**config.mk**
```make
export PLATFORM = sky130hd
export DESIGN_NAME = lodsel_csr
export DESIGN_NICKNAME = d
export VERILOG_FILES = /design/src/hw/rtl/lodsel_pkg.sv /design/src/hw/rtl/lodsel_csr.sv
export SDC_FILE = /design/constraint.sdc
export NUM_CORES = 1
export LEC_CHECK = 0
export BUFFER_PORTS_ARGS = -buffer_cell sky130_fd_sc_hd__buf_2
export CAP_MARGIN = 20
export CELL_PAD_IN_SITES_DETAIL_PLACEMENT = 1
export CELL_PAD_IN_SITES_GLOBAL_PLACEMENT = 1
export CORE_ASPECT_RATIO = 0.75
export CORE_MARGIN = 2
export CORE_UTILIZATION = 39
export DETAILED_ROUTE_END_ITERATION = 8
export PLACE_DENSITY_LB_ADDON = 0.05
export SYNTH_ARGS = -nofsm -noshare
export SYNTH_HDL_FRONTEND = slang
export SYNTH_SLANG_ARGS = --single-unit
```
**constraint.sdc**
```tcl
create_clock -name clock -period 1.6 [get_ports clock]
set_input_delay 0.16 -clock clock [delete_from_list [all_inputs] [get_ports clock]]
set_output_delay 0.16 -clock clock [all_outputs]
set_load 0.05 [all_outputs]
```
**src/hw/rtl/lodsel_pkg.sv**
```systemverilog
`default_nettype none
// ---------------------------------------------------------------------------
// lodsel_pkg
// Shared widths, register indexes and types of the LOD selector.
// ---------------------------------------------------------------------------
package lodsel_pkg;

   localparam int MAX_OBJECTS = 1024;
   localparam int SLOT_W      = $clog2(MAX_OBJECTS);

   localparam int ID_W     = 10;
   localparam int COORD_W  = 32;
   localparam int DIST_W   = 31;
   localparam int LEVEL_W  = 2;
   localparam int AVAIL_W  = 2;

   localparam int CSR_INDEX_W = 3;
   localparam int CSR_DATA_W  = 32;

   localparam logic [CSR_INDEX_W-1:0] CSR_CAMERA_X = 3'd0;
   localparam logic [CSR_INDEX_W-1:0] CSR_CAMERA_Y = 3'd1;
   localparam logic [CSR_INDEX_W-1:0] CSR_CAMERA_Z = 3'd2;
   localparam logic [CSR_INDEX_W-1:0] CSR_NEAR     = 3'd3;
   localparam logic [CSR_INDEX_W-1:0] CSR_FAR      = 3'd4;
   localparam logic [CSR_INDEX_W-1:0] CSR_MARGIN   = 3'd5;

   localparam logic [LEVEL_W-1:0] LEVEL_NEAR = 2'd0;
   localparam logic [LEVEL_W-1:0] LEVEL_MID  = 2'd1;
   localparam logic [LEVEL_W-1:0] LEVEL_FAR  = 2'd2;

   // classification queue between front and back
   localparam int CQ_DEPTH   = 8;
   localparam int CQ_PTR_W   = $clog2(CQ_DEPTH);
   localparam int CQ_COUNT_W = $clog2(CQ_DEPTH + 1);

   // front pipeline depth (items in flight before the queue)
   localparam int FE_STAGES   = 4;
   localparam int FE_COUNT_W  = $clog2(FE_STAGES + 1);

   // result queue inside the back end
   localparam int RQ_DEPTH   = 2;
   localparam int RQ_PTR_W   = $clog2(RQ_DEPTH);
   localparam int RQ_COUNT_W = $clog2(RQ_DEPTH + 1);

   typedef struct packed {
      logic signed [COORD_W-1:0] camera_x;
      logic signed [COORD_W-1:0] camera_y;
      logic signed [COORD_W-1:0] camera_z;
      logic [DIST_W-1:0]         near_switch_distance;
      logic [DIST_W-1:0]         far_switch_distance;
      logic [DIST_W-1:0]         hysteresis_margin;
   } cfg_type;

   typedef struct packed {
      logic beyond_near_up;
      logic beyond_far_up;
      logic within_near_dn;
      logic within_far_dn;
   } cmp_type;

   typedef struct packed {
      logic [ID_W-1:0]    object_id;
      logic [AVAIL_W-1:0] levels_available;
      logic               restart;
      cmp_type            cmp;
   } job_type;

   typedef struct packed {
      logic [ID_W-1:0]    result_id;
      logic [LEVEL_W-1:0] detail_level;
   } rsp_type;

endpackage
`default_nettype wire

```
**src/hw/rtl/lodsel_csr.sv**
```systemverilog
`default_nettype none
// ---------------------------------------------------------------------------
// lodsel_csr
// Configuration registers: camera position, switch distances and margin.
// ---------------------------------------------------------------------------
module lodsel_csr (
   input  wire logic                               clock,
   input  wire logic                               reset,
   input  wire logic                               write_enable,
   input  wire logic [lodsel_pkg::CSR_INDEX_W-1:0] index,
   input  wire logic [lodsel_pkg::CSR_DATA_W-1:0]  wdata,
   output lodsel_pkg::cfg_type                     cfg
);
   import lodsel_pkg::*;

   cfg_type cfg_ff;
   cfg_type cfg_in;

   always_comb begin
      cfg_in = cfg_ff;
      if (write_enable) begin
         case (index)
            CSR_CAMERA_X: cfg_in.camera_x             = wdata;
            CSR_CAMERA_Y: cfg_in.camera_y             = wdata;
            CSR_CAMERA_Z: cfg_in.camera_z             = wdata;
            CSR_NEAR:     cfg_in.near_switch_distance = wdata[DIST_W-1:0];
            CSR_FAR:      cfg_in.far_switch_distance  = wdata[DIST_W-1:0];
            CSR_MARGIN:   cfg_in.hysteresis_margin    = wdata[DIST_W-1:0];
            default:      cfg_in = cfg_ff;   // drop writes beyond the list
         endcase
      end
   end

   always_ff @(posedge clock) begin
      if (reset) begin
         cfg_ff <= '0;
      end else begin
         cfg_ff <= cfg_in;
      end
   end

   assign cfg = cfg_ff;

endmodule
`default_nettype wire

```
# ---- Word level (Yosys, flattened, before mapping)
# Cells that the tools add are included.
# Widths: inputs -> output; s select.
dict set report totals {
  regBits 189
}
dict set report op_classes {
  n_eq_ne 5
  reduce_logical 7
}
# operator count
set ops {}
lappend ops {{$reduce_and 2->1} 6}
lappend ops {{$eq 3x2->1 const B} 2}
lappend ops {{$eq 3x3->1 const B} 2}
lappend ops {{$eq 3x1->1 const B} 1}
lappend ops {{$logic_not 3->1} 1}

# ---- Depth between registers and ports, before layout
dict set report logic_depth {
  depth_word 2
  ltp_mapped 5
}

# ---- Worst setup path after synthesis
# OpenSTA, ideal clock, no wires.
dict set report synth_timing {
  kind {input -> register}
  startpoint {input port index[0] (netlist bit)}
  endpoint {register cfg_ff (netlist bit cfg[178])}
  setup_ns 0.124
  t_arrival_ns 1.178
  required_ns 1.476
  setup_slack_ns 0.298
  cell_stages 5
  cell_sequence {buf_2 or4b_4 buf_6 buf_6 mux2i_1}
}
dict set report synth_via {
  elab_chain_len 2
}
# item line
set synth_lines {}
lappend synth_lines {{start, declared} lodsel_csr.sv:10} ;# input wire logic [lodsel_pkg::CSR_INDEX_W-1:0] index,
lappend synth_lines {{$logic_not 3->1} lodsel_csr.sv:22} ;# case (index)
lappend synth_lines {{$reduce_and 2->1 (no line)} --}
lappend synth_lines {{end signal, assigned} lodsel_csr.sv:38} ;# cfg_ff <= cfg_in;
lappend synth_lines {{end, declared} lodsel_csr.sv:16} ;# cfg_type cfg_ff;
# Every way passes these cells.
# A chain may end at the register's enable or synchronous reset.

# ---- Worst setup path in the final report
dict set report layout_timing {
  startpoint {register cfg_ff (netlist bit cfg[77])}
  endpoint {output port cfg[77] (netlist bit)}
}
# item line
set layout_rtl {}
lappend layout_rtl {{end, declared} lodsel_csr.sv:12} ;# output lodsel_pkg::cfg_type cfg
# No word-level cell between the ends.

==> metrics.yaml <==
cts.sinks: 189
globalRouteOverflowTotal: 0
layout_commonest_cell: "sky130_fd_sc_hd__buf_2"
grt_setup_unrepaired: "false"
coreArea_mm2: 0.0185
critical-path-max-stage-delay_ps: 380
numCtsBuffers: 17
outcome: "finished clean"
number_of_global_route_vias_before_repair: 5723
final.setup_skew_ps: 0
timing.critical_path.from_type: "flip-flop"
post-place-ws_ps: 166
timing.slew.headroom_pct: 67.1
r2r.worst_path.cells: 2
multi_input_area_mm2: 0.00340
route.detailed.wl_per_inst_um: 19.0
insertion_delay_ps: 420
max-vdd-ir-drop_v: 0.000620
tightestPinTransition_ps: 494
first_pass_iters: 4
setup.worst_path.class: "flip-flop to primary output"
synth.top_cells.by_area: "sky130_fd_sc_hd__dfxtp_1, sky130_fd_sc_hd__mux2i_1, sky130_fd_sc_hd__nand2b_1"
synth_area_mm2: 0.00736
grt_antenna_before_repair: 0
hold_start: "wdata[31]"
tritoncts: "yes"
detail_route.iter0.violations: 139
final_period_minus_worst_setup_slack_ps: 1250
start_util_pct: 39.8
holdPathStages: 3
die_footprint_mm2: 0.0200
total_area_of_sequential_cells_mm2: 0.00378
buffer_count_from_post_cts_setup_fixing: 0
leakage_nw: 5.04
final.setup.tns_ps: 0
route.detailed.vias_per_inst: 4.81
fmax_ghz: 0.798
clockBufferDepth: 2
regToRegEndpoint: "cfg[18]"
gr-usage-all-layers_pct: 21.8
grt_pass1_wl_um: 32800
io_buffer_count: 226
floorplan.io_pins: 227
crit_fanout: 2
width_of_the_die_um: 163
gp_congestion: 0.783
place.detailed.hpwl_um: 15500
floorplan.die.height_um: 123
finalSetupViolCount: 0
largest_register_ff_count: 189
worst_path_dominant_cell_family: "flip-flops"
r2r-start: "cfg[18]"
min_path_type: "primary input to flip-flop"
fillerInstances: 2089
clk_transition_reported_paths_ps: 70
vias: 5448
layout.nets: 911
timing.final.crit_share_pct: 78.3
count_of_antenna_violating_nets_left_after_detailed_routing: 0
root_buffer: "sky130_fd_sc_hd__clkbuf_16"
postRouteWirelength_um: 21500
synth_seq_cells: 189
setup.worst_path.end_class: "primary output"
route.detailed.drc: 0
critPathBufInv: 1
antenna_cells_inserted: 0
cap_viol_max_count: 0
finalMaxSlewViolations: 0
setup_ws_ps: 346
htree_levels: 4
critPathArrivalTime_ps: 1090
synth_largest_type_area_fraction_pct: 51.4
layout.cells.most_common_list: "sky130_fd_sc_hd__buf_2, sky130_fd_sc_hd__nand2b_1, sky130_fd_sc_hd__mux2i_1, sky130_fd_sc_hd__dfxtp_1, sky130_fd_sc_hd__clkbuf_16"
flow.area_growth_from_synthesis_pct: 28.7
floorplan.rows: 43
cts_resized: 0
synthDistinctLibCells: 11
cts_hold_repair.buffers: 0
yosys_warnings: 0
reg2reg_setup_slack_ps: 930
areal_power_density_over_the_cells_mw_per_mm2: 1070
report.final.hold_viol_count: 0
required_ps: 1440
synth_area_leader_cell: "sky130_fd_sc_hd__dfxtp_1"
largest_net_degree_at_the_start_of_global_routing: 50
synthesis.instances: 654
path_cells: "buf_2"
drive_gt1_share_pct: 31.9
holdPathEnd: "cfg[156]"
synth.yosys.seq_area_share_pct: 51.4
synth_fp_nets: 692
syn-mean-instance-area_um2: 11.3
critical_path.slowest_cell: "sky130_fd_sc_hd__dfxtp_1"
how the worst max path moves through the flow:
stage,to,cells after the start,from
3_3_place_gp,cfg[99],4,index[2]
3_5_place_dp,cfg[136],4,reset
2_1_floorplan,cfg[178],5,index[0]
5_1_grt,cfg[35],1,cfg[35]
6_report,cfg[77],1,cfg[77]
4_1_cts,cfg[105],1,cfg[105]
power by group:
| group | switching (mW) | leakage [nW] | internal (mW) | total, mW |
|---|---|---|---|---|
| combinational | 0.717 | 3.24 | 0.339 | 1.06 |
| sequential | 0.0596 | 1.53 | 4.81 | 4.87 |
| clock | 1.87 | 0.270 | 2.36 | 4.23 |
metrics by stage:
step	instances	instance area [um^2]	total power, mW	hold WS, ps	utilization (%)
finish	1132	9470	10.2	63.2	51.2
global route	1132	9470	10.5	86.1	51.2
CTS	1132	9470	10.3	52.7	51.2
detailed placement	1101	8890	6.04	465	48.0
global placement	1101	8890	6.01	456	48.0
floorplan	654	7360	5.70	359	-
cell families after synthesis:
group / share of synthesized area [%]
AND/OR/NAND/NOR: 20.0
multiplexers: 25.7
flip-flops: 51.4
buffers and inverters: 2.92
worst register-to-register path, cell delays in order, from the launching register on:
cell and delay, ps:
sky130_fd_sc_hd__dfxtp_1 370, sky130_fd_sc_hd__nand2b_1 100, sky130_fd_sc_hd__mux2i_1 140
layout make-up:
class                   instances  area share (%)
repair buffers                247            14.7
clock buffers                  20            4.72
well taps                     247            3.26
multi-input cells             418            36.0
flip-flops and latches        189            40.0
clock inverters                11            1.41
layer usage:
| metal | routed length, um | up-vias | share of wire (%) | track usage [%] |
|---|---|---|---|---|
| li1 | - | 2594 | - | - |
| met1 | 10000 | 2706 | 47 | 28.2 |
| met2 | 10100 | 137 | 47 | 36.7 |
| met3 | 1270 | 11 | 5.9 | 6.11 |
| met4 | 149 | 0 | 0.69 | 4.54 |
| met5 | 0 | - | 0 | 0 |
synthesized netlist by cell type:
cell type / n
sky130_fd_sc_hd__clkbuf_1: 26
sky130_fd_sc_hd__or4b_4: 1
sky130_fd_sc_hd__and4bb_2: 1
sky130_fd_sc_hd__buf_6: 2
sky130_fd_sc_hd__buf_2: 19
sky130_fd_sc_hd__nand4bb_1: 3
sky130_fd_sc_hd__nand2b_1: 221
sky130_fd_sc_hd__nor4b_1: 1
sky130_fd_sc_hd__nand4b_1: 2
sky130_fd_sc_hd__dfxtp_1: 189
sky130_fd_sc_hd__mux2i_1: 189
Note: power is estimated with default switching activity, not from simulation.
