**src/hw/rtl/lodsel_pkg.sv**
```systemverilog
`default_nettype none
// ---------------------------------------------------------------------------
// lodsel_pkg
// Shared widths, register indexes and types of the LOD selector.
// ---------------------------------------------------------------------------
package lodsel_pkg;

   localparam int MAX_OBJECTS = 1024;
   localparam int SLOT_W      = $clog2(MAX_OBJECTS);

   localparam int ID_W     = 10;
   localparam int COORD_W  = 32;
   localparam int DIST_W   = 31;
   localparam int LEVEL_W  = 2;
   localparam int AVAIL_W  = 2;

   localparam int CSR_INDEX_W = 3;
   localparam int CSR_DATA_W  = 32;

   localparam logic [CSR_INDEX_W-1:0] CSR_CAMERA_X = 3'd0;
   localparam logic [CSR_INDEX_W-1:0] CSR_CAMERA_Y = 3'd1;
   localparam logic [CSR_INDEX_W-1:0] CSR_CAMERA_Z = 3'd2;
   localparam logic [CSR_INDEX_W-1:0] CSR_NEAR     = 3'd3;
   localparam logic [CSR_INDEX_W-1:0] CSR_FAR      = 3'd4;
   localparam logic [CSR_INDEX_W-1:0] CSR_MARGIN   = 3'd5;

   localparam logic [LEVEL_W-1:0] LEVEL_NEAR = 2'd0;
   localparam logic [LEVEL_W-1:0] LEVEL_MID  = 2'd1;
   localparam logic [LEVEL_W-1:0] LEVEL_FAR  = 2'd2;

   // classification queue between front and back
   localparam int CQ_DEPTH   = 8;
   localparam int CQ_PTR_W   = $clog2(CQ_DEPTH);
   localparam int CQ_COUNT_W = $clog2(CQ_DEPTH + 1);

   // front pipeline depth (items in flight before the queue)
   localparam int FE_STAGES   = 4;
   localparam int FE_COUNT_W  = $clog2(FE_STAGES + 1);

   // result queue inside the back end
   localparam int RQ_DEPTH   = 2;
   localparam int RQ_PTR_W   = $clog2(RQ_DEPTH);
   localparam int RQ_COUNT_W = $clog2(RQ_DEPTH + 1);

   typedef struct packed {
      logic signed [COORD_W-1:0] camera_x;
      logic signed [COORD_W-1:0] camera_y;
      logic signed [COORD_W-1:0] camera_z;
      logic [DIST_W-1:0]         near_switch_distance;
      logic [DIST_W-1:0]         far_switch_distance;
      logic [DIST_W-1:0]         hysteresis_margin;
   } cfg_type;

   typedef struct packed {
      logic beyond_near_up;
      logic beyond_far_up;
      logic within_near_dn;
      logic within_far_dn;
   } cmp_type;

   typedef struct packed {
      logic [ID_W-1:0]    object_id;
      logic [AVAIL_W-1:0] levels_available;
      logic               restart;
      cmp_type            cmp;
   } job_type;

   typedef struct packed {
      logic [ID_W-1:0]    result_id;
      logic [LEVEL_W-1:0] detail_level;
   } rsp_type;

endpackage
`default_nettype wire

```
**src/hw/rtl/lodsel_cq.sv**
```systemverilog
`default_nettype none
// ---------------------------------------------------------------------------
// lodsel_cq
// Queue of classified objects between the distance front end and the back.
// ---------------------------------------------------------------------------
module lodsel_cq (
   input  wire logic                              clock,
   input  wire logic                              reset,
   input  wire logic                              push,
   input  wire lodsel_pkg::job_type               push_data,
   input  wire logic                              pop,
   output lodsel_pkg::job_type                    pop_data,
   output logic                                   empty,
   output logic [lodsel_pkg::CQ_COUNT_W-1:0]      count
);
   import lodsel_pkg::*;

   job_type               slot_ff [CQ_DEPTH];
   logic [CQ_PTR_W-1:0]   wr_ptr_ff, wr_ptr_in;
   logic [CQ_PTR_W-1:0]   rd_ptr_ff, rd_ptr_in;
   logic [CQ_COUNT_W-1:0] count_ff, count_in;

   always_comb begin
      wr_ptr_in = push ? wr_ptr_ff + CQ_PTR_W'(1) : wr_ptr_ff;
      rd_ptr_in = pop  ? rd_ptr_ff + CQ_PTR_W'(1) : rd_ptr_ff;
      count_in  = count_ff;
      if (push && !pop) begin
         count_in = count_ff + CQ_COUNT_W'(1);
      end else if (pop && !push) begin
         count_in = count_ff - CQ_COUNT_W'(1);
      end
   end

   always_ff @(posedge clock) begin
      if (reset) begin
         wr_ptr_ff <= '0;
         rd_ptr_ff <= '0;
         count_ff  <= '0;
      end else begin
         wr_ptr_ff <= wr_ptr_in;
         rd_ptr_ff <= rd_ptr_in;
         count_ff  <= count_in;
      end
   end

   always_ff @(posedge clock) begin
      if (push) begin
         slot_ff[wr_ptr_ff] <= push_data;
      end
   end

   assign pop_data = slot_ff[rd_ptr_ff];
   assign empty    = (count_ff == '0);
   assign count    = count_ff;

endmodule
`default_nettype wire

```
**config.mk**
```make
export PLATFORM = sky130hd
export DESIGN_NAME = lodsel_cq
export DESIGN_NICKNAME = d
export VERILOG_FILES = /design/src/hw/rtl/lodsel_pkg.sv /design/src/hw/rtl/lodsel_cq.sv
export SDC_FILE = /design/constraint.sdc
export NUM_CORES = 1
export LEC_CHECK = 0
export BUFFER_PORTS_ARGS = -buffer_cell sky130_fd_sc_hd__buf_2
export CAP_MARGIN = 20
export CORE_MARGIN = 5
export CORE_UTILIZATION = 48
export DETAILED_ROUTE_END_ITERATION = 10
export MAX_ROUTING_LAYER = met4
export PLACE_DENSITY = 0.74
export SETUP_SLACK_MARGIN = 0.5
export SLEW_MARGIN = 10
export SYNTH_ARGS = -nofsm -noshare
export SYNTH_HDL_FRONTEND = slang
export SYNTH_SLANG_ARGS = --single-unit
```
**constraint.sdc**
```tcl
create_clock -name clock -period 2.5 [get_ports clock]
set_input_delay 0.5 -clock clock [delete_from_list [all_inputs] [get_ports clock]]
set_output_delay 0.5 -clock clock [all_outputs]
set_load 0.02 [all_outputs]
```
Yosys cells after proc, flatten, opt, wreduce, memory -nomap -nowiden
Memory sizes are Yosys's and may differ from the RTL's. A register that Yosys moved wholly into a read port is not among the register bits.
Index checks and enable logic that the tools add are counted.
{"block": "classes", "addsub": 4, "mux": 6, "reduce_logical": 6}
{"operator": "2-to-1 mux 4 bit", "count": 2}
{"operator": "adder 3 x 1 -> 3 bit (second input constant)", "count": 2}
{"operator": "2-to-1 mux 3 bit", "count": 2}
{"operator": "adder 4 x 1 -> 4 bit (second input constant)", "count": 1}
{"operator": "zero test 4 bit", "count": 1}
{"operator": "subtractor 4 x 1 -> 4 bit (second input constant)", "count": 1}
{"operator": "logical AND 1 bit", "count": 2}
{"operator": "zero test 1 bit", "count": 2}
{"operator": "2-to-1 mux 1 bit", "count": 2}
{"operator": "nonzero test 2 bit", "count": 1}
{"block": "word_totals", "regBits": 10, "ram_bits": 136, "inputBits": 21, "elab_cells": 20, "memories": 1}
{"memory": "slot_ff", "words": 8, "word_bits": 17, "rd": 1, "rd_ports_with_merged_regs": 1, "wr": 1, "line": "lodsel_cq.sv:18", "source": "job_type slot_ff [CQ_DEPTH];"}

Logic depth before layout (Yosys ltp)
Gate-level depths: netlist (run 1).
{"block": "logic_depth", "word_depth": 4, "ltp_mapped": 8, "depth_no_buf": 8}

Least setup slack after synthesis (run 1)
No wires, ideal clock.
{"block": "synth_path", "path_kind": "input to register", "from": "input port push", "to": "memory slot_ff[0][0] (netlist name) (enable)", "arrival_time_ps": 1795, "path_slack_ps": 292, "cell_stages": 2, "n_path_buf": 0, "path_cell_list": "nand2b_1 > nor3_1"}
{"block": "synth_via", "elab_chain_cells": 2}
{"item": "from (decl)", "line": "lodsel_cq.sv:9", "source": "input wire logic push,"}
{"item": "2-to-1 mux 1 bit", "line": "lodsel_cq.sv:47", "source": "if (push) begin"}
{"item": "2-to-1 mux 1 bit (not written as such)", "line": "lodsel_cq.sv:48", "source": "slot_ff[wr_ptr_ff] <= push_data;"}
{"item": "to (decl)", "line": "lodsel_cq.sv:18"}
Every way passes these cells.

==> metrics, run 1 <==
top cells by area, synth edfxtp_1 70%, mux4_1 11%, dfxtp_1 4.5%; Tcrit/Tclk final 101%; Overflow after GRT 0; ANT cells 0; Max Fanout on Critical Path 9; initial antenna violation count 0; GPL Wtd Cong 0.754; DR vias/cell 5.52; RSZ-0062 raised after global routing yes; DIE HEIGHT 120 µm; Seq/Total Area, Yosys 74.8%; 1st-iter DRT viols 158; DRC viols 0; Max Slew Vio Count 0; Post-synth EDFFs 136; top-count cell post-synth edfxtp_1; Relative slew margins 63.1%; worst hold path type in2reg; post-DR wirelength/cell 21.6 µm; pin count of the biggest net entering global routing 35; Power Density 832 nW/µm²; Yosys top cell by area edfxtp_1; final worst setup slack -0.0329 ns; Peak VDD IR 0.446 mV; Setup WS pre-CTS 0.284 ns; fin crit period 2.53 ns; post-synthesis xor/xnor area fraction 0.905%; Sum Neg Setup Slack -0.0937 ns; clk slew on worst S/H paths 0.06 ns; ys flop type edfxtp_1; CP Capture Type primary output; Die Area 14400 µm²; Mapped Cells 265; vias in the first global route 2880; initial cell density of the core 48.6%; failing checks negative setup slack; maximum clock rate 0.395 GHz; slowest stage delay, CP 0.54 ns; CTS hold repair buffers 0; clock latency on the worst-skew pair 0.41 ns; CTS Buf Count 17; Slowest cell on crit path mux4_1; Clock Path Buffers 2; Pre-antenna DRT Iters 4; first-pass GRT wire length 16300 µm; Least-Margin Pin Slew 0.552 ns; max_cap viols 0; Layout Nets 362; share of cells above drive strength 1 40.6%; Setup CP Type reg2out; Worst EP arrival 2.03 ns; area of the mapped netlist 5810 µm²; root cell of the clock tree clkbuf_16; Mean Syn Cell Area 21.9 µm²; final WL 10700 µm; Simple-Gate Fraction of Synth Area 2.28%; mux cell area share after synthesis 18.7%; via count 2726; largest family of logic cells by synthesized area multiplexers; adder-cell area share of the yosys netlist 1.42%; CTS tree built; asr flop ratio synth 0%; Site Rows 40; Cell variety after synth 25; Design Power 5.84 mW; htree depth 4; Final Hold Vio Count 0; Sink Count 149; Layout area overhead 20.7%; syn nets 292; FF+latch count, synth 149; chip width 120 µm; Fillers 857; area of the multi-input gates 1360 µm²; run status finished with violations; hpwl dp 6050 µm; Synth top cells by count 136 x edfxtp_1, 24 x mux4_1, 19 x nor2_1; Worst Setup Start Kind flop; worst clock skew 0.00499 ns; Post CTS Setup Buffer Count 0; IO buf count 42; post-synth top area share 70.3%; post-synthesis compound-gate area fraction 0.409%; crit-path cells buf_16, mux4_1, mux2_2, buf_4; final setup violation count 5; All-Layer GR Usage 15.9%; Lkg Pwr 2.40 nW; Register Area 4350 µm²; Critical Path RT 2.00 ns; Core ar. 12000 µm²; Final ANT Viol Nets 0; Ports 43; Ys Warns 0
==> path summary, 6_finish.rpt <==
| check | startpoint | to | slack, ns | cells past startpoint |
|---|---|---|---|---|
| hold reg to reg | rd_ptr_ff[2]$_SDFFE_PP0P_ | flop | 0.53 | 2 |
| setup reg to reg | count[2]$_SDFFE_PP0P_ | count[3]$_SDFFE_PP0P_ | 0.88 | 5 |
| hold / removal | push_data[12] | slot_ff[4][12]$_DFFE_PP_ | 0.36 | 1 |
| setup / recovery | flop | pop_data[4] | -0.03 | 4 |
==> logic make-up after synthesis <==
group,Yosys count
flip-flops,149
multiplexers,55
AND/OR/NAND/NOR,31
buffers and inverters,14
XOR/XNOR,6
adder cells (fa/ha/maj),6
AO/OA/AOI/OAI,4
==> layout make-up <==
cell class	instances	share of cell area, %
sequential	149	62.0
timing repair buffer	63	8.19
tap	147	2.62
multi-input combinational	102	19.4
clock buffer	18	6.12
clock inverter	13	1.57
inverter	2	0.107
==> routing by layer <==
layer / vias to the layer above / part of all wire (%) / track usage (%)
met1: 1407 / 43 / 19.5
li1: 1226 / - / -
met3: 10 / 4.1 / 4.62
met5: - / 0 / -
met2: 83 / 51 / 25.7
met4: 0 / 1.3 / 5.37
==> timing repair <==
item | 4_1_cts | 5_1_grt
endpoints found under the hold margin | 0 | 0
endpoints found under the setup margin | 17 | 17
resized for setup | 14 | 47
cloned | 1 | 3
==> layout by cell type (no fill, tap or decap), drive strengths merged, types with 2 or more instances in the layout <==
cell      instances
mux2             18
nor2             19
inv               4
nor3              2
ha                5
nand2             4
dfxtp            13
clkinvlp          5
mux4             34
buf              60
edfxtp          136
xnor2             3
nand2b            3
clkbuf           21
clkinv            5
xor2              3
mux2i             3
a21oi             2
==> metrics by stage <==
stage / util (%) / instance area (µm²) / cells / hold slack [ns]
after floorplan: - / 5820 / 265 / 0.485
after global placement: 52.8 / 6310 / 459 / 0.511
after detailed placement: 52.8 / 6310 / 459 / 0.517
after CTS: 57.7 / 6900 / 491 / 0.333
after global routing: 58.6 / 7010 / 494 / 0.342
final: 58.6 / 7010 / 494 / 0.355
==> registers in the layout, indices dropped and copies added, names as in the netlist, named ones only <==
| signal | cells |
|---|---|
| wr_ptr_ff | 3 |
| slot_ff | 136 |
| count | 4 |
| rd_ptr_ff | 3 |
==> report_power, final <==
part	total [mW]	internal (mW)	switching, mW	leakage, nW
Combinational	0.685	0.357	0.328	0.806
Sequential	2.85	2.80	0.0483	1.34
Clock	2.30	1.35	0.949	0.247
Total	5.84	4.51	1.33	2.40
==> worst max-delay path, delay by kind of cell (launching register included) <==
family                 cells  cell delay, ns
muxes                      2            0.83
buffers and inverters      2            0.33
DFF                        1            0.45
(Power assumes the default switching activity.)
==> run 2, diff against run 1 <==
- CORE_MARGIN: 5 -> 1.5
- CORE_UTILIZATION: 48 -> 50
- GPL_TIMING_DRIVEN: unset -> 0
- PLACE_DENSITY: 0.74 -> 0.76
==> metrics, run 2 (synthesis gave the netlist of run 1 again) <==
cell family with most CP delay multiplexers; CP Capture Type primary output; failing checks negative setup slack; Die Area 12300 µm² (-15%); slowest stage delay, CP 0.54 ns (about the same); hpwl dp 6380 µm (+5.4%); initial antenna violation count 1 (+1); R2R setup slack 0.72 ns (-0.16 ns); Clock Path Buffers 2 (unchanged); run status finished with violations; Tcrit/Tclk final 101% (about the same); Fillers 746 (-13%); post-DR wirelength/cell 22.4 µm (+3.6%); worst hold path type in2reg; Worst Setup Start Kind flop; Sink Count 149 (unchanged); Lkg Pwr 2.48 nW (+3.4%); Power Density 855 nW/µm² (+2.8%); vias in the first global route 2881 (+0.035%); share of cells above drive strength 1 43.2% (+2.6 points); Cell Count Post-Placement 458 (-0.22%); Slowest cell on crit path mux4_1; max FFs per register 136 (unchanged); final setup violation count 8 (+3); Setup CP Type reg2out; chip width 111 µm (-7.7%); Critical Path Most Common Cell buf_12; root cell of the clock tree clkbuf_16; htree depth 4 (unchanged); Final Hold Vio Count 0 (unchanged); Biggest register slot_ff; GPL Wtd Cong 0.709 (-6.0%); clk slew on worst S/H paths 0.06 ns (about the same); pin count of the biggest net entering global routing 17 (-51%); via count 2791 (+2.4%); CTS tree built; Final Non-Filler Cells 498 (+0.81%); fin crit period 2.53 ns (-0.00243 ns); Register Area 4350 µm² (unchanged); Max Fanout on Critical Path 5 (-4); Final ANT Viol Nets 0 (unchanged); 1st-iter DRT viols 205 (+30%); commonest cells after routing, fill and taps aside 136 x edfxtp_1, 30 x mux4_2, 27 x buf_2; Site Rows 39 (-2.5%); DR vias/cell 5.60 (+1.6%); Max Slew Vio Count 0 (unchanged); leading cell type in the layout, fill and taps excluded edfxtp_1; Setup WS pre-CTS 0.0940 ns (-0.191 ns); Peak VDD IR 0.395 mV (-11%); Critical Path RT 2.00 ns (about the same); final worst setup slack -0.0305 ns (+0.00243 ns); Least-Margin Pin Slew 0.680 ns (+0.128 ns); final core occ 63.5% (+4.9 points); All-Layer GR Usage 19.5% (+3.6 points); Overflow after GRT 0 (unchanged); DRC viols 0 (unchanged); max_cap viols 0 (unchanged); crit-path cells buf_12, buf_12, mux4_1, mux2_2, buf_2; CTS Buf Count 17 (unchanged); Ports 43 (unchanged); maximum clock rate 0.395 GHz (about the same); Pre-antenna DRT Iters 4 (unchanged); area of the multi-input gates 1400 µm² (+2.9%); RSZ-0062 raised after global routing yes; Buf/Inv on CP 3 (+1); Layout Nets 368 (+1.7%); DIE HEIGHT 111 µm (-7.7%); initial cell density of the core 51.1% (+2.5 points); IO buf count 42 (unchanged); Relative slew margins 54.6% (-8.4 points); Worst EP arrival 2.03 ns (about the same); Design Power 6.18 mW (+5.8%); first-pass GRT wire length 16900 µm (+3.2%); Layout area overhead 24.3%; worst clock skew 0.00621 ns (+0.00122 ns); clock latency on the worst-skew pair 0.41 ns (about the same); final WL 11100 µm (+4.4%); Min Hold Slack 0.351 ns (-0.00459 ns); Core ar. 11400 µm² (-4.9%)
==> run 2: routing by layer <==
metal  GRT usage [%]  part of all wire (%)  vias up
met1            25.5                    44     1473
li1                -                     -     1230
met3            6.18                   4.1       11
met4            5.90                   1.4        0
met5               -                     0        -
met2            29.8                    50       77
==> run 2: final timing paths <==
check | cells after the start | start | to
setup / recovery | 5 | flop | pop_data[12]
hold / removal | 1 | push_data[0] | slot_ff[6][0]$_DFFE_PP_
setup reg to reg | 3 | wr_ptr_ff[0]$_SDFFE_PP0P_ | slot_ff[1][10]$_DFFE_PP_
hold reg to reg | 2 | rd_ptr_ff[1]$_SDFFE_PP0P_ | flop
==> run 2: report_power, final <==
group          switching, mW  total [mW]  internal [mW]  leakage, nW
registers             0.0433        2.84           2.80         1.34
clock network           1.01        2.59           1.58        0.285
logic                  0.351       0.742          0.391        0.851
==> run 2: layout make-up <==
class                      instances  area share [%]
timing repair buffer              57            7.42
buffer                            12            2.03
multi-input combinational        102            19.4
inverter                           2           0.104
tap                              143            2.48
antenna                            1          0.0347
clock inverter                    15            2.48
sequential                       149            60.2
clock buffer                      17            5.89
==> run 2: through the flow <==
| step | cell area (µm²) | setup TNS (ns) |
|---|---|---|
| floorplan | 5820 | 0 |
| global placement | 6210 | -6.37 |
| detailed placement | 6340 | 0 |
| CTS | 7040 | -0.513 |
| global route | 7220 | -0.908 |
| finish | 7220 | -0.123 |
==> run 2: timing repair <==
action / CTS / global route
endpoints found under the setup margin: 17 / 17
buffers inserted: 3 / 0
cloned: 0 / 4
hold buffers: 0 / 0
gates resized for setup: 38 / 48
