--- src/hw/rtl/lodsel_pkg.sv ---
`default_nettype none
// ---------------------------------------------------------------------------
// lodsel_pkg
// Shared widths, register indexes and types of the LOD selector.
// ---------------------------------------------------------------------------
package lodsel_pkg;

   localparam int MAX_OBJECTS = 1024;
   localparam int SLOT_W      = $clog2(MAX_OBJECTS);

   localparam int ID_W     = 10;
   localparam int COORD_W  = 32;
   localparam int DIST_W   = 31;
   localparam int LEVEL_W  = 2;
   localparam int AVAIL_W  = 2;

   localparam int CSR_INDEX_W = 3;
   localparam int CSR_DATA_W  = 32;

   localparam logic [CSR_INDEX_W-1:0] CSR_CAMERA_X = 3'd0;
   localparam logic [CSR_INDEX_W-1:0] CSR_CAMERA_Y = 3'd1;
   localparam logic [CSR_INDEX_W-1:0] CSR_CAMERA_Z = 3'd2;
   localparam logic [CSR_INDEX_W-1:0] CSR_NEAR     = 3'd3;
   localparam logic [CSR_INDEX_W-1:0] CSR_FAR      = 3'd4;
   localparam logic [CSR_INDEX_W-1:0] CSR_MARGIN   = 3'd5;

   localparam logic [LEVEL_W-1:0] LEVEL_NEAR = 2'd0;
   localparam logic [LEVEL_W-1:0] LEVEL_MID  = 2'd1;
   localparam logic [LEVEL_W-1:0] LEVEL_FAR  = 2'd2;

   // classification queue between front and back
   localparam int CQ_DEPTH   = 8;
   localparam int CQ_PTR_W   = $clog2(CQ_DEPTH);
   localparam int CQ_COUNT_W = $clog2(CQ_DEPTH + 1);

   // front pipeline depth (items in flight before the queue)
   localparam int FE_STAGES   = 4;
   localparam int FE_COUNT_W  = $clog2(FE_STAGES + 1);

   // result queue inside the back end
   localparam int RQ_DEPTH   = 2;
   localparam int RQ_PTR_W   = $clog2(RQ_DEPTH);
   localparam int RQ_COUNT_W = $clog2(RQ_DEPTH + 1);

   typedef struct packed {
      logic signed [COORD_W-1:0] camera_x;
      logic signed [COORD_W-1:0] camera_y;
      logic signed [COORD_W-1:0] camera_z;
      logic [DIST_W-1:0]         near_switch_distance;
      logic [DIST_W-1:0]         far_switch_distance;
      logic [DIST_W-1:0]         hysteresis_margin;
   } cfg_type;

   typedef struct packed {
      logic beyond_near_up;
      logic beyond_far_up;
      logic within_near_dn;
      logic within_far_dn;
   } cmp_type;

   typedef struct packed {
      logic [ID_W-1:0]    object_id;
      logic [AVAIL_W-1:0] levels_available;
      logic               restart;
      cmp_type            cmp;
   } job_type;

   typedef struct packed {
      logic [ID_W-1:0]    result_id;
      logic [LEVEL_W-1:0] detail_level;
   } rsp_type;

endpackage
`default_nettype wire

--- src/hw/rtl/lodsel_back.sv ---
`default_nettype none
// ---------------------------------------------------------------------------
// lodsel_back
// Level table, hysteresis decision, clipping and the result queue.
// ---------------------------------------------------------------------------
module lodsel_back (
   input  wire logic                            clock,
   input  wire logic                            reset,
   input  wire logic                            job_empty,
   input  wire lodsel_pkg::job_type             job_data,
   output logic                                 job_pop,
   input  wire logic                            rsp_pop,
   output logic                                 rsp_empty,
   output logic [lodsel_pkg::ID_W-1:0]          rsp_result_id,
   output logic [lodsel_pkg::LEVEL_W-1:0]       rsp_detail_level,
   output logic                                 clear_busy
);
   import lodsel_pkg::*;

   localparam logic BK_IDLE   = 1'b0;
   localparam logic BK_LOOKUP = 1'b1;

   logic                  state_ff, state_in;
   job_type               job_ff, job_in;
   logic [LEVEL_W-1:0]    lvl_mem_ff [MAX_OBJECTS];
   logic [LEVEL_W-1:0]    rd_lvl_ff;
   logic [SLOT_W-1:0]     clr_ff, clr_in;
   logic                  clr_busy_ff, clr_busy_in;

   rsp_type               rq_ff [RQ_DEPTH];
   logic [RQ_PTR_W-1:0]   rq_wr_ff, rq_wr_in;
   logic [RQ_PTR_W-1:0]   rq_rd_ff, rq_rd_in;
   logic [RQ_COUNT_W-1:0] rq_count_ff, rq_count_in;

   logic                  start;
   logic                  finish;
   logic                  rq_pop;
   logic [LEVEL_W-1:0]    prev;
   logic [LEVEL_W-1:0]    level;
   logic                  mem_we;
   logic [SLOT_W-1:0]     mem_waddr;
   logic [LEVEL_W-1:0]    mem_wdata;
   rsp_type               rq_push_data;

   assign start  = (state_ff == BK_IDLE) && !job_empty && !clr_busy_ff
                   && (rq_count_ff < RQ_COUNT_W'(RQ_DEPTH));
   assign finish = (state_ff == BK_LOOKUP);
   assign rq_pop = rsp_pop && (rq_count_ff != '0);

   always_comb begin
      state_in = state_ff;
      case (state_ff)
         BK_IDLE:   if (start) state_in = BK_LOOKUP;
         BK_LOOKUP: state_in = BK_IDLE;
         default:   state_in = BK_IDLE;
      endcase
   end

   assign job_in = start ? job_data : job_ff;

   // hysteresis: the previous level picks which side of each margin applies
   always_comb begin
      prev = job_ff.restart ? LEVEL_NEAR : rd_lvl_ff;
      case (prev)
         LEVEL_NEAR: begin
            if (job_ff.cmp.beyond_far_up) level = LEVEL_FAR;
            else if (job_ff.cmp.beyond_near_up) level = LEVEL_MID;
            else level = LEVEL_NEAR;
         end
         LEVEL_MID: begin
            if (job_ff.cmp.within_near_dn) level = LEVEL_NEAR;
            else if (job_ff.cmp.beyond_far_up) level = LEVEL_FAR;
            else level = LEVEL_MID;
         end
         default: begin
            if (job_ff.cmp.within_near_dn) level = LEVEL_NEAR;
            else if (job_ff.cmp.within_far_dn) level = LEVEL_MID;
            else level = LEVEL_FAR;
         end
      endcase
      if ((job_ff.levels_available != '0) && (level >= job_ff.levels_available)) begin
         level = job_ff.levels_available - AVAIL_W'(1);
      end
   end

   // clearing pass after reset, one entry a cycle
   always_comb begin
      clr_in      = clr_ff;
      clr_busy_in = clr_busy_ff;
      if (clr_busy_ff) begin
         clr_in = clr_ff + SLOT_W'(1);
         if (clr_ff == SLOT_W'(MAX_OBJECTS - 1)) begin
            clr_busy_in = 1'b0;
         end
      end
   end

   assign mem_we    = clr_busy_ff || finish;
   assign mem_waddr = clr_busy_ff ? clr_ff : job_ff.object_id[SLOT_W-1:0];
   assign mem_wdata = clr_busy_ff ? LEVEL_NEAR : level;

   always_ff @(posedge clock) begin
      if (mem_we) begin
         lvl_mem_ff[mem_waddr] <= mem_wdata;
      end
      if (start) begin
         rd_lvl_ff <= lvl_mem_ff[job_data.object_id[SLOT_W-1:0]];
      end
   end

   // result queue
   assign rq_push_data.result_id    = job_ff.object_id;
   assign rq_push_data.detail_level = level;

   always_comb begin
      rq_wr_in    = finish ? rq_wr_ff + RQ_PTR_W'(1) : rq_wr_ff;
      rq_rd_in    = rq_pop ? rq_rd_ff + RQ_PTR_W'(1) : rq_rd_ff;
      rq_count_in = rq_count_ff;
      if (finish && !rq_pop) begin
         rq_count_in = rq_count_ff + RQ_COUNT_W'(1);
      end else if (rq_pop && !finish) begin
         rq_count_in = rq_count_ff - RQ_COUNT_W'(1);
      end
   end

   always_ff @(posedge clock) begin
      if (finish) begin
         rq_ff[rq_wr_ff] <= rq_push_data;
      end
   end

   always_ff @(posedge clock) begin
      if (reset) begin
         state_ff    <= BK_IDLE;
         clr_ff      <= '0;
         clr_busy_ff <= 1'b1;
         rq_wr_ff    <= '0;
         rq_rd_ff    <= '0;
         rq_count_ff <= '0;
      end else begin
         state_ff    <= state_in;
         clr_ff      <= clr_in;
         clr_busy_ff <= clr_busy_in;
         rq_wr_ff    <= rq_wr_in;
         rq_rd_ff    <= rq_rd_in;
         rq_count_ff <= rq_count_in;
      end
   end

   always_ff @(posedge clock) begin
      job_ff <= job_in;
   end

   assign job_pop          = start;
   assign rsp_empty        = (rq_count_ff == '0);
   assign rsp_result_id    = rq_ff[rq_rd_ff].result_id;
   assign rsp_detail_level = rq_ff[rq_rd_ff].detail_level;
   assign clear_busy       = clr_busy_ff;

endmodule
`default_nettype wire

--- config.mk ---
export PLATFORM = sky130hd
export DESIGN_NAME = lodsel_back
export DESIGN_NICKNAME = d
export VERILOG_FILES = /design/src/hw/rtl/lodsel_pkg.sv /design/src/hw/rtl/lodsel_back.sv
export SDC_FILE = /design/constraint.sdc
export NUM_CORES = 2
export LEC_CHECK = 0
export CAP_MARGIN = 20
export CORE_ASPECT_RATIO = 0.75
export CORE_UTILIZATION = 45
export DETAILED_ROUTE_END_ITERATION = 6
export DONT_BUFFER_PORTS = 1
export SETUP_SLACK_MARGIN = 0.5
export SYNTH_ARGS = -nofsm -noshare
export SYNTH_HDL_FRONTEND = slang
export SYNTH_SLANG_ARGS = --single-unit
--- constraint.sdc ---
create_clock -name clock -period 36.4 [get_ports clock]
set_input_delay 7.28 -clock clock [delete_from_list [all_inputs] [get_ports clock]]
set_output_delay 7.28 -clock clock [all_outputs]
set_load 0.01 [all_outputs]
Yosys cells after proc, flatten, opt, wreduce, memory -nomap -nowiden
Memories as Yosys holds them, arrays and structs flattened. A register that Yosys moved wholly into a read port is not among the register bits.
Index checks and enable logic that the tools add are counted.
{ "classes": {"n_addsub": 6, "n_reduce_logical": 17, "bitwise": 1, "n_mux": 23, "n_lt_le_gt_ge": 2, "eq_ne": 2} }
{ "op_table": {"columns": ["operator", "n"], "rows": [
  ["$mux 2", 10],
  ["$add 10x1->10 const B", 1],
  ["$eq 10x10->1 const B", 1],
  ["$mux 1", 10],
  ["$mux 10", 1],
  ["$logic_and 1x1->1", 7],
  ["$reduce_bool 2->1", 3],
  ["$logic_not 1->1", 4],
  ["$logic_not 2->1", 2],
  ["$pmux 2 s2", 1],
  ["$sub 2x1->2 const B", 2],
  ["$add 1x1->1 const B", 2],
  ["$add 2x1->2 const B", 1],
  ["$eq 2x1->1 const B", 1],
  ["$ge 2x2->1", 1],
  ["$lt 2x2->1 const B", 1],
  ["$pmux 1 s2", 1],
  ["$logic_or 1x1->1", 1],
  ["$not 1->1", 1]
]} }
{ "word_totals": {"ff_bits": 33, "out_inout_bits": 15, "ram_bits": 2072, "elab_cells": 66, "memories": 2} }
{ "memory_table": {"columns": ["name", "words", "word_bits", "read_ports", "rd_ports_with_merged_regs", "wr", "line", "text"], "rows": [
  ["lvl_mem_ff", 1024, 2, 1, 1, 1, "lodsel_back.sv:25", "logic [LEVEL_W-1:0] lvl_mem_ff [MAX_OBJECTS];"],
  ["rq_ff", 2, 12, 1, 1, 1, "lodsel_back.sv:30", "rsp_type rq_ff [RQ_DEPTH];"]
]} }

Logic depth before layout (Yosys ltp)
{ "depth": {"word_depth": 7, "mapped_depth": 16} }

Worst setup path before layout
No wires, ideal clock.
{ "synth_timing": {"kind": "reg-to-reg", "from": "reg rd_lvl_ff[1], read port of lvl_mem_ff", "to": "mem lvl_mem_ff[0][0] (data pin)", "path_stages_with_launch": 11, "path_slack_ns": 4.777, "required_ns": 31.212, "arrival_ns": 26.435, "cell_sequence": "edfxtp_1 > nor3b_1 > a21oi_1 > nor3_1 > a31oi_1 > ha_1 > nand2b_1 > a21oi_1 > nor2_1 > mux2i_1 > nor2b_1"} }
{ "synth_via": {"elab_chain_len": 7, "elab_cells_between_ends": 8, "cone_classes": "order compare: 1; eq/ne: 1; mux: 4; reduce/logical: 2"} }
{ "synth_rtl": {"columns": ["element", "line", "text"], "rows": [
  ["start: declaration", "lodsel_back.sv:26", "logic [LEVEL_W-1:0] rd_lvl_ff;"],
  ["$mux 2 (*)", "lodsel_back.sv:63", "prev = job_ff.restart ? LEVEL_NEAR : rd_lvl_ff;"],
  ["$eq 2x1->1 / $logic_not 2->1 (equally long branches)", "lodsel_back.sv:64", "case (prev)"],
  ["$pmux 2 s2 (*)", "lodsel_back.sv:64", null],
  ["$ge 2x2->1", "lodsel_back.sv:81", "if ((job_ff.levels_available != '0) && (level >= job_ff.levels_available)) begin"],
  ["$logic_and 1x1->1", "lodsel_back.sv:81", null],
  ["$mux 2 (*)", "lodsel_back.sv:81", null],
  ["net level[0]", "lodsel_back.sv:39", "logic [LEVEL_W-1:0] level;"],
  ["$mux 2 (*)", "lodsel_back.sv:100", "assign mem_wdata = clr_busy_ff ? LEVEL_NEAR : level;"],
  ["net mem_wdata[0]", "lodsel_back.sv:42", "logic [LEVEL_W-1:0] mem_wdata;"],
  ["end: declaration", "lodsel_back.sv:25", null]
]} }
Mark *: on every way through the listed nets, which the timed path passes. The rest lies on a longest branch.

Final worst setup path
{ "layout_timing": {"from": "in job_empty", "to": "out job_pop"} }
{ "layout_via": {"elab_chain_len": 4} }
{ "layout_rtl": {"columns": ["element", "line", "text"], "rows": [
  ["start: declaration", "lodsel_back.sv:9", "input wire logic job_empty,"],
  ["$logic_not 1->1", "lodsel_back.sv:45", "assign start = (state_ff == BK_IDLE) && !job_empty && !clr_busy_ff"],
  ["$logic_and 1x1->1 (2 in series)", "lodsel_back.sv:45", null],
  ["$logic_and 1x1->1", "lodsel_back.sv:46", "&& (rq_count_ff < RQ_COUNT_W'(RQ_DEPTH));"],
  ["end: declaration", "lodsel_back.sv:11", "output logic job_pop,"]
]} }
Every way passes these cells.

==> metrics.txt <==
outcome=complete, but fails checks; violated checks=slew limit; setup repair after global routing missed its margin=no; worst path buffer plus inverter count=1; layout cells sized above 1=0.169; cell area after synthesis=86,700 sq um; average footprint of a synthesized cell=17.2 sq um; Final HPWL DP=127,000 um; final weighted congestion in routability-driven placement=0.805; CTS tree=yes; crit end category=primary output; FFs w/ async S/R, synth=0; mux share of post-synthesis cell area=0.143; synthesized instance count=5,028; effective utilization at floorplan=0.453; post-synthesis share of cell area spent on and, or, nand and nor gates=0.0652; Avg WL per Cell=31.4 um; drt first pass iters=5; Worst-path clk slew=60 ps; Critical Path Source Type=primary input; vias in the first global route=46,390; ordered cell list for the critical path=nor3_2, buf_4; count of flip-flops with a built-in enable after synthesis=2,091; drt via density=6.17; Pwr per Cell Area=50.0 nW/um^2; number of warning messages in the yosys log=0; post-detailed-route count of antenna-violating nets=0; combined global-route utilization of all metal layers=0.247; Std-Cell Core Area=191,000 sq um; Required @ worst endpoint=29,120 ps; synthesized-area fraction occupied by ao, oa, aoi and oai cells=0.0340; sum of overflow across all layers after global routing=0; WS Path Type=primary input to primary output; clock insertion delay at the later pin of the skew report=830 ps; initial antenna violation count=15; final critical-path share of the clock period=0.414; dominant register cell in the synthesized netlist=edfxtp_1; port bufs=0; cell count after placement=7,275; number of ports placed on the die boundary=36; Highest Clock Rate=66.4 MHz; xor and xnor area share after synthesis=0.00101; net count after synthesis=5,054; total CTS buffers=193; Max Buffers Root-to-Sink=3; total design power=4.75 mW; Routed WL=240,000 um; Hold Slack=510 ps; type of the most critical hold path=flip-flop to flip-flop; final setup violating endpoints=0; Fin. Hold Viols=0; overall via count from detail_route=47,158; standard cell with the maximum stage delay on the critical path=buf_4; post-CTS setup repair buffer count=0; hold buffer count at CTS=0; Gates resized, CTS repair=0; MaxCap Viol Count=0; CP arrival=7770 ps; DRC errors left=0; FP Rows=139; transition time at the pin with the least slew margin=1710 ps; Max Slew Vio Count=188; normalized max-slew margin=-0.141; area overhead of the layout relative to synthesis=9.63%; width of the die=509 um; final critical-path required period=15,050 ps; largest vdd supply drop=0.0000451 V; clock skew=24.9 ps; largest fanout of any net on the critical path=20; proportion of synthesized chip area in sequential cells=0.728; clock root buffer master=clkbuf_16; count of distinct cell types in the synthesized netlist=75; Seq cells post-synth=2,108; die height=382 um; non-filler instance count after layout=7,646; aggregate negative setup slack=0 ps; wire length of the first global-routing pass=339,000 um; area of the die=194,000 sq um; leak pwr=23.8 nW; Adder-Cell Fraction of Synth Area=0.000721; delay-heaviest family, CP=buffers and inverters; filler instances=15,625; nets@finish=4,972; dominant combinational cell family by area after synthesis=multiplexers; number of DRC markers after the initial detailed-route iteration=6,600; clock tree sinks=2,108; pin count of the biggest net entering global routing=616; worst stage delay on the critical path=320 ps; H-tree lvl count=4
==> cell usage after synthesis (all sizes together), types with 5 or more instances <==
cell type     n  share of area
mux2i       233          0.027
or4           7        0.00065
a221oi       10         0.0010
o31ai         7        0.00076
a211oi       16         0.0014
a32oi         5        0.00050
or2           5        0.00036
mux4        426           0.11
or3          13        0.00094
nand2       116         0.0050
buf         137          0.015
nor3b         6        0.00052
a22oi        45         0.0039
dfxtp        17         0.0039
o211ai        5        0.00043
xor2          6        0.00061
o21ai        44         0.0025
a22o         14         0.0014
nor2b        18         0.0013
a21oi        86         0.0050
clkbuf      260          0.013
ha            5        0.00072
mux2         26         0.0034
nor3         56         0.0032
and2          6        0.00043
nand3        33         0.0019
edfxtp     2091           0.72
o22ai        56         0.0041
o221ai       89         0.0091
nor2       1084          0.047
nand4        11        0.00079
nor4         13        0.00094
nand2b       18         0.0013
inv          15        0.00065
==> cell families after synthesis <==
| family | after synthesis |
|---|---|
| mux | 685 |
| fa+ha+maj | 5 |
| buf+inv | 412 |
| compound gates | 413 |
| xor+xnor | 10 |
| flops | 2108 |
| simple gates | 1395 |
==> cells in the final DEF (no fill, tap or decap), types with 26 or more instances in the layout <==
cell,Yosys,final
mux4_1,40,40
a21oi_1,86,86
clkbuf_16,0,201
edfxtp_1,2091,2091
mux2i_1,233,233
o21ai_0,43,43
o22ai_1,55,55
o221ai_1,88,88
nand3_1,33,27
clkbuf_1,248,31
clkinv_2,0,42
buf_4,16,96
mux2_2,26,26
nand2_1,116,99
nor2_1,1084,1079
mux4_2,386,386
clkinv_1,0,55
a22oi_1,45,45
nor3_1,56,55
==> registers in the layout, indices dropped and copies added, names as in the netlist, named ones only <==
signal       count
rq_count_ff      2
clear_busy       1
rq_ff           24
clr_ff          10
rq_rd_ff         1
rq_wr_ff         1
lvl_mem_ff    2048
rd_lvl_ff        2
job_ff          17
finish           1
==> report_power, final <==
group | leakage [nW] | internal [mW] | total (mW) | switching, mW
registers | 14.7 | 2.63 | 2.63 | 0.00171
logic | 6.16 | 0.0452 | 0.134 | 0.0883
clock network | 2.98 | 1.10 | 1.99 | 0.896
total | 23.8 | 3.77 | 4.75 | 0.986
==> worst min-delay path, cell delays in order, from the launching register on <==
cell and delay (ps):
dfxtp_1 320, xor2_1 80, nor2_1 70
==> worst paths after layout <==
check / startpoint / depth (start not counted) / slack, ps / to
worst max-delay path: job_empty / 2 / 21350 / job_pop
worst min-delay path: rq_rd_ff$_SDFFE_PP0P_ / 2 / 510 / flip-flop
worst max register to register: rd_lvl_ff[0]$_DFFE_PP_ / 15 / 28550 / lvl_mem_ff[188][1]$_DFFE_PP_
worst min register to register: rq_rd_ff$_SDFFE_PP0P_ / 2 / 510 / flip-flop
==> area by class of cell <==
type                       instances  area [sq um]  area share
clock inverter                   120           902     0.00949
clock buffer                     233          5160      0.0543
multi-input combinational       2508         21400       0.225
tap                             2538          3180      0.0334
inverter                          15          61.3    0.000645
timing repair buffer             120          1270      0.0133
sequential                      2108         63100       0.664
antenna                            4          10.0    0.000105
==> layer usage <==
metal,vias to the layer above,track usage,part of all wire
li1,19630,-,-
met4,0,0.0654,0.024
met2,2530,0.361,0.44
met3,327,0.0783,0.12
met5,-,0,0
met1,24671,0.358,0.41
==> per-stage QoR <==
stage                      util  cell area (sq um)  worst slack [ps]
after floorplan               -              86700              4780
final                     0.496              95100             21350
after global placement    0.462              88500             21340
after global routing      0.496              95100             21300
after CTS                 0.495              94700             21350
after detailed placement  0.463              88700             21360
Power figures use the tool's default switching activity.
